--- src/hw/rtl/asort_pkg.sv ---
// shared types and constants of the ascending sorter
package asort_pkg;

    localparam int unsigned ValueWidth      = 32;
    localparam int unsigned AsMaxElements   = 16;

    typedef logic signed [ValueWidth-1:0] t_value;

    // input item
    typedef struct packed {
        t_value value;
        logic   last;
    } t_in_item;

    // result item
    typedef struct packed {
        t_value sorted_value;
        logic   final_res;
    } t_out_item;

    // what a cell shows its neighbors
    typedef struct packed {
        logic   occupied;
        logic   lt;
        t_value value;
    } t_link;

endpackage

--- src/hw/rtl/asort_cell.sv ---
// one cell of the insertion chain: holds one element of the set
module asort_cell
    import asort_pkg::*;
(
    input  logic   i_clk,
    input  logic   i_rst_n,
    input  logic   i_insert,
    input  logic   i_shift_out,
    input  t_value i_new_value,
    input  t_link  i_left,
    input  t_link  i_right,
    output t_link  o_link
);

    logic   r_valid;
    t_value r_value;
    logic   n_valid;
    t_value n_value;
    logic   lt;

    // new element goes at or before this cell
    assign lt = !r_valid || (i_new_value < r_value);

    always_comb begin
        n_valid = r_valid;
        n_value = r_value;
        if (i_shift_out) begin
            n_valid = i_right.occupied;
            n_value = i_right.value;
        end else if (i_insert && lt) begin
            n_valid = i_left.occupied;
            n_value = (i_left.occupied && i_left.lt) ? i_left.value : i_new_value;
        end
    end

    always_ff @(posedge i_clk) begin
        if (!i_rst_n) begin
            r_valid <= 1'b0;
        end else begin
            r_valid <= n_valid;
        end
    end

    always_ff @(posedge i_clk) begin
        r_value <= n_value;
    end

    assign o_link.occupied = r_valid;
    assign o_link.lt       = lt;
    assign o_link.value    = r_value;

endmodule

--- config.mk ---
export PLATFORM = sky130hd
export DESIGN_NAME = asort_cell
export DESIGN_NICKNAME = d
export VERILOG_FILES = /design/src/hw/rtl/asort_pkg.sv /design/src/hw/rtl/asort_cell.sv
export SDC_FILE = /design/constraint.sdc
export NUM_CORES = 1
export LEC_CHECK = 0
export BUFFER_PORTS_ARGS = -buffer_cell sky130_fd_sc_hd__buf_2
export CAP_MARGIN = 20
export CORE_UTILIZATION = 41
export DETAILED_ROUTE_END_ITERATION = 16
export PLACE_DENSITY = 0.85
export SYNTH_ARGS = -nofsm -noshare
export SYNTH_HDL_FRONTEND = slang
export SYNTH_SLANG_ARGS = --single-unit
export TNS_END_PERCENT = 30
--- constraint.sdc ---
create_clock -name i_clk -period 3.06 [get_ports i_clk]
set_input_delay 0.459 -clock i_clk [delete_from_list [all_inputs] [get_ports i_clk]]
set_output_delay 0.459 -clock i_clk [all_outputs]
set_load 0.03 [all_outputs]
### Yosys cells after proc, flatten, opt, wreduce, memory -nomap -nowiden

Cells that the tools add are included.

| storage, ports and cells | value |
|---|---|
| logic and storage cells | 13 |
| output and inout port bits | 34 |
| register bits after elaboration | 33 |

| cells by class | value |
|---|---|
| reductions and logical operators | 5 |
| multiplexer cells | 5 |
| order comparisons | 1 |

Operator list:

| operator | count |
|---|---|
| 2-to-1 mux 32 bit | 3 |
| < comparator 32 bit | 1 |
| logical AND 1 bit | 2 |
| 2-to-1 mux 1 bit | 2 |
| nonzero test 2 bit | 1 |
| logical NOT 1 bit | 1 |
| logical OR 1 bit | 1 |

### Logic depth before layout (Yosys ltp)

| depth | value |
|---|---|
| depth after elaboration | 5 |
| mapped depth | 9 |

### Worst setup path before layout

No wires, ideal clock.

| timing path | value |
|---|---|
| kind | reg-to-reg |
| start point | reg r_value[31] |
| end point | reg r_value[0] (enable) |
| period minus slack after synthesis | 3.037 ns |
| slack | 0.023 ns |
| stages on the path, launching flop included | 9 |
| data arrival time | 2.645 ns |
| path buffers | 0 |
| cells stage by stage | edfxtp_1 -> inv_1 -> ha_1 -> nand4_1 -> nor2_1 -> a211oi_2 -> o211ai_2 -> a41oi_1 -> o311a_1 |

| on the way | value |
|---|---|
| word-level cells in the longest chain between the ends | 4 |

Ends and longest elaborated chain:

| element | line | text |
|---|---|---|
| start: declaration | asort_cell.sv:16 | `t_value r_value;` |
| start signal: assignment | asort_cell.sv:45 | `r_value <= n_value;` |
| < comparator 32 bit | asort_cell.sv:22 | `assign lt = !r_valid \|\| (i_new_value < r_value);` |
| logical OR 1 bit | asort_cell.sv:22 |  |
| logical AND 1 bit | asort_cell.sv:30 | `end else if (i_insert && lt) begin` |
| nonzero test 2 bit (no source line) | n/a |  |

Every way passes these cells.
A chain may end at the register's enable or synchronous reset.

==> impl_results.md <==
- Run status: complete, no violations
- Max Buffers Root-to-Sink: 2
- Type of the worst min-delay path: primary input to flop
- Actual slew at the worst max-slew pin: 0.489 ns
- Ratio of routed vias to standard cells: 5.02
- Total half-perimeter wirelength after legalization and detailed placement: 5170 um
- Total power divided by cell area: 420 nW/um^2
- Post-synth design cell area: 2560 sq um
- Placement Rows: 28
- Via count: 2,416
- Core outline area: 5990 sq um
- Die ar.: 6570 sq um
- Part of the cycle the worst path needs: 94.9%
- Capturing element type of the critical path: output port
- P&R area growth vs syn: 32.6%
- Clock Tree Root: sky130_fd_sc_hd__clkbuf_8
- Setup repair after global routing missed its margin: no
- Total gr overflow: 0
- Worst setup skew after layout: 0.00484 ns
- Average wire per standard cell: 13.1 um
- Clock-pin slew reported for the worst setup and hold paths after clock tree synthesis: 0.07 ns
- Pins over their slew limit: 0
- Detailed Routing Iterations Pass 1: 4
- CP startpoint kind: flop
- Total wire length after detailed routing: 6320 um
- Static Leak: 1.85 nW
- Largest net degree at the start of global routing: 50
- Number of buffers created by CTS: 5
- Hold Fails Final Rpt: 0
- Most used standard cell by instance count after synthesis: sky130_fd_sc_hd__nand2_1
- VDD IR-drop max: 0.000227 V
- Count of buffers from port buffering: 136
- Global-route total usage across every layer: 19.7%
- Number of antenna-violating nets in the routed design: 0
- Placement-stage cell area: 3320 sq um
- Post-layout minimum cycle time: 2.90 ns
- Number of synthesized flops with an enable pin: 32
- Fraction of synthesized cell area taken by the top area cell type: 37.5%
- Hold-fix buffers, CTS: 0
- Critical path class: flop to output port
- Share of synthesized area occupied by flip-flops and latches: 38.3%
- Number of violations reported at the end of detailed-routing iteration 0: 67
- Yosys warning count: 0
- Number of clock sinks: 33
- Required arrival time at the worst endpoint: 2.60 ns
- Final std cell area, no fill: 3400 sq um
- Number of primary I/O pins: 138
- Latest clock arrival within the worst-skew pair: 0.28 ns
- CP arrival: 2.45 ns
- Reg2reg setup slack: 0.51 ns
- Synth top cells by count: 44 x sky130_fd_sc_hd__nand2_1, 34 x sky130_fd_sc_hd__inv_1, 32 x sky130_fd_sc_hd__edfxtp_1, 32 x sky130_fd_sc_hd__mux2i_1, 31 x sky130_fd_sc_hd__ha_1
- Max-cap check violation count: 0
- Final std cells w/o fill: 481
- Via count of the first global-routing pass: 2,327
- Main flop type after synthesis: sky130_fd_sc_hd__edfxtp_1
- Normalized max-slew margin: 67.3%
- Net count, final: 541
- Vert. Die Dim: 81.1 um
- Fmax achieved: 344 MHz
- Distinct cell type count of the synthesized netlist: 33
- Routability Congestion: 0.764
- Synthesized instance count: 270
- Area contributors post-synth: sky130_fd_sc_hd__edfxtp_1 37%, sky130_fd_sc_hd__ha_1 15%, sky130_fd_sc_hd__mux2i_1 12%
- Chip Width: 81.1 um
- Layout cell share with drive strength beyond 1: 38.2%
- Share of flip-flops with an asynchronous set or reset after synthesis: 0%
- Post-CTS Setup Inserts: 0
- Antenna diode count: 0
- Synthesized area divided by synthesized cell count: 9.50 sq um
- Number of H-tree levels: 2
- Number of DRC violations after detailed routing: 0
- CTS tree: yes
- Final setup vio count: 0
- Antenna violations before repair: 0
- Flop and latch count out of synthesis: 33
- Maximum fanout count along the critical path: 3
- Global-route wire length before repair: 9700 um
- Total placed cells including tap cells: 474
- Aggregate negative setup slack: 0 ns
- Number of gates resized after cts: 0
- Syn nets: 405
- Initial core utilization: 42.8%
- Area leader, netlist: sky130_fd_sc_hd__edfxtp_1
-- final cells by class --
cell class / instances / area (sq um)
clock buffers: 6 / 72.6
clock inverters: 1 / 3.75
fillers: 547 / 2590
inverters: 34 / 128
multi-input cells: 191 / 1400
flip-flops and latches: 33 / 981
well taps: 75 / 93.8
repair buffers: 141 / 718
-- flip-flops by register name, indices dropped and copies added, names as in the netlist --
signal,cells
r_value,32
r_valid,1
-- metal layers --
| metal | vias to the layer above | GRT usage (%) | part of all wire [%] |
|---|---|---|---|
| met4 | 0 | 8.39 | 1.6 |
| met5 | - | 0 | 0 |
| met2 | 92 | 36.9 | 51 |
| li1 | 1236 | - | - |
| met3 | 11 | 4.83 | 6.5 |
| met1 | 1077 | 20.7 | 41 |
-- placed cells by master, fill, tap and decap left out, types with 2 or more instances in the layout --
cell                       instances
sky130_fd_sc_hd__buf_4             5
sky130_fd_sc_hd__ha_1             31
sky130_fd_sc_hd__a211oi_1          2
sky130_fd_sc_hd__buf_2           136
sky130_fd_sc_hd__a21oi_1          13
sky130_fd_sc_hd__nor2_1            6
sky130_fd_sc_hd__o21ai_1          26
sky130_fd_sc_hd__nand2_1          43
sky130_fd_sc_hd__edfxtp_1         32
sky130_fd_sc_hd__o21ai_0          10
sky130_fd_sc_hd__clkbuf_8          5
sky130_fd_sc_hd__nand4_1           6
sky130_fd_sc_hd__mux2i_1          32
sky130_fd_sc_hd__a21oi_2           2
sky130_fd_sc_hd__inv_1            34
sky130_fd_sc_hd__nand3_1           3
-- where the power goes --
part | switching [mW] | internal [mW] | leakage (nW) | total, mW
registers | 0.0254 | 0.564 | 0.338 | 0.590
logic | 0.330 | 0.207 | 1.48 | 0.537
clock network | 0.148 | 0.153 | 0.0387 | 0.302
-- path summary, 6_finish.rpt --
path / start / cells after the start / to
setup / recovery: r_value[2]$_DFFE_PP_ / 9 / o_link[32]
setup reg to reg: r_value[31]$_DFFE_PP_ / 9 / r_value[15]$_DFFE_PP_
hold / removal: i_right[5] / 3 / r_value[5]$_DFFE_PP_
hold reg to reg: r_valid$_SDFFE_PN0P_ / 5 / r_valid$_SDFFE_PN0P_
-- kinds of logic (layout without fill, tap and decap cells) --
kind of cell             Yosys count  after routing  share of synthesized area (%)
multiplexers                      33             33                           13.1
flip-flops                        33             33                           38.3
AND/OR/NAND/NOR                   63             63                           10.8
adder cells (fa/ha/maj)           31             31                           15.1
AO/OA/AOI/OAI                     64             64                           15.6
buffers and inverters             46            182                           7.17
-- per-stage QoR --
stage	utilization (%)	worst slack [ns]	total power, mW	hold slack [ns]
after CTS	56.7	0.125	1.45	0.452
after global placement	55.5	0.250	1.12	0.739
final	56.7	0.156	1.43	0.466
after floorplan	-	0.0226	0.955	0.650
after global routing	56.7	0.0542	1.53	0.457
after detailed placement	55.5	0.238	1.14	0.743
-- worst max-delay path, stage by stage, from the launching register on --
cell and delay (ns):
sky130_fd_sc_hd__edfxtp_1 0.35, sky130_fd_sc_hd__inv_1 0.05, sky130_fd_sc_hd__ha_1 0.29, sky130_fd_sc_hd__a211o_1 0.13, sky130_fd_sc_hd__a31oi_1 0.05, sky130_fd_sc_hd__o311a_1 0.34
sky130_fd_sc_hd__o41ai_4 0.38, sky130_fd_sc_hd__a21oi_2 0.10, sky130_fd_sc_hd__mux2_4 0.30, sky130_fd_sc_hd__buf_2 0.18
(Power assumes the default switching activity.)
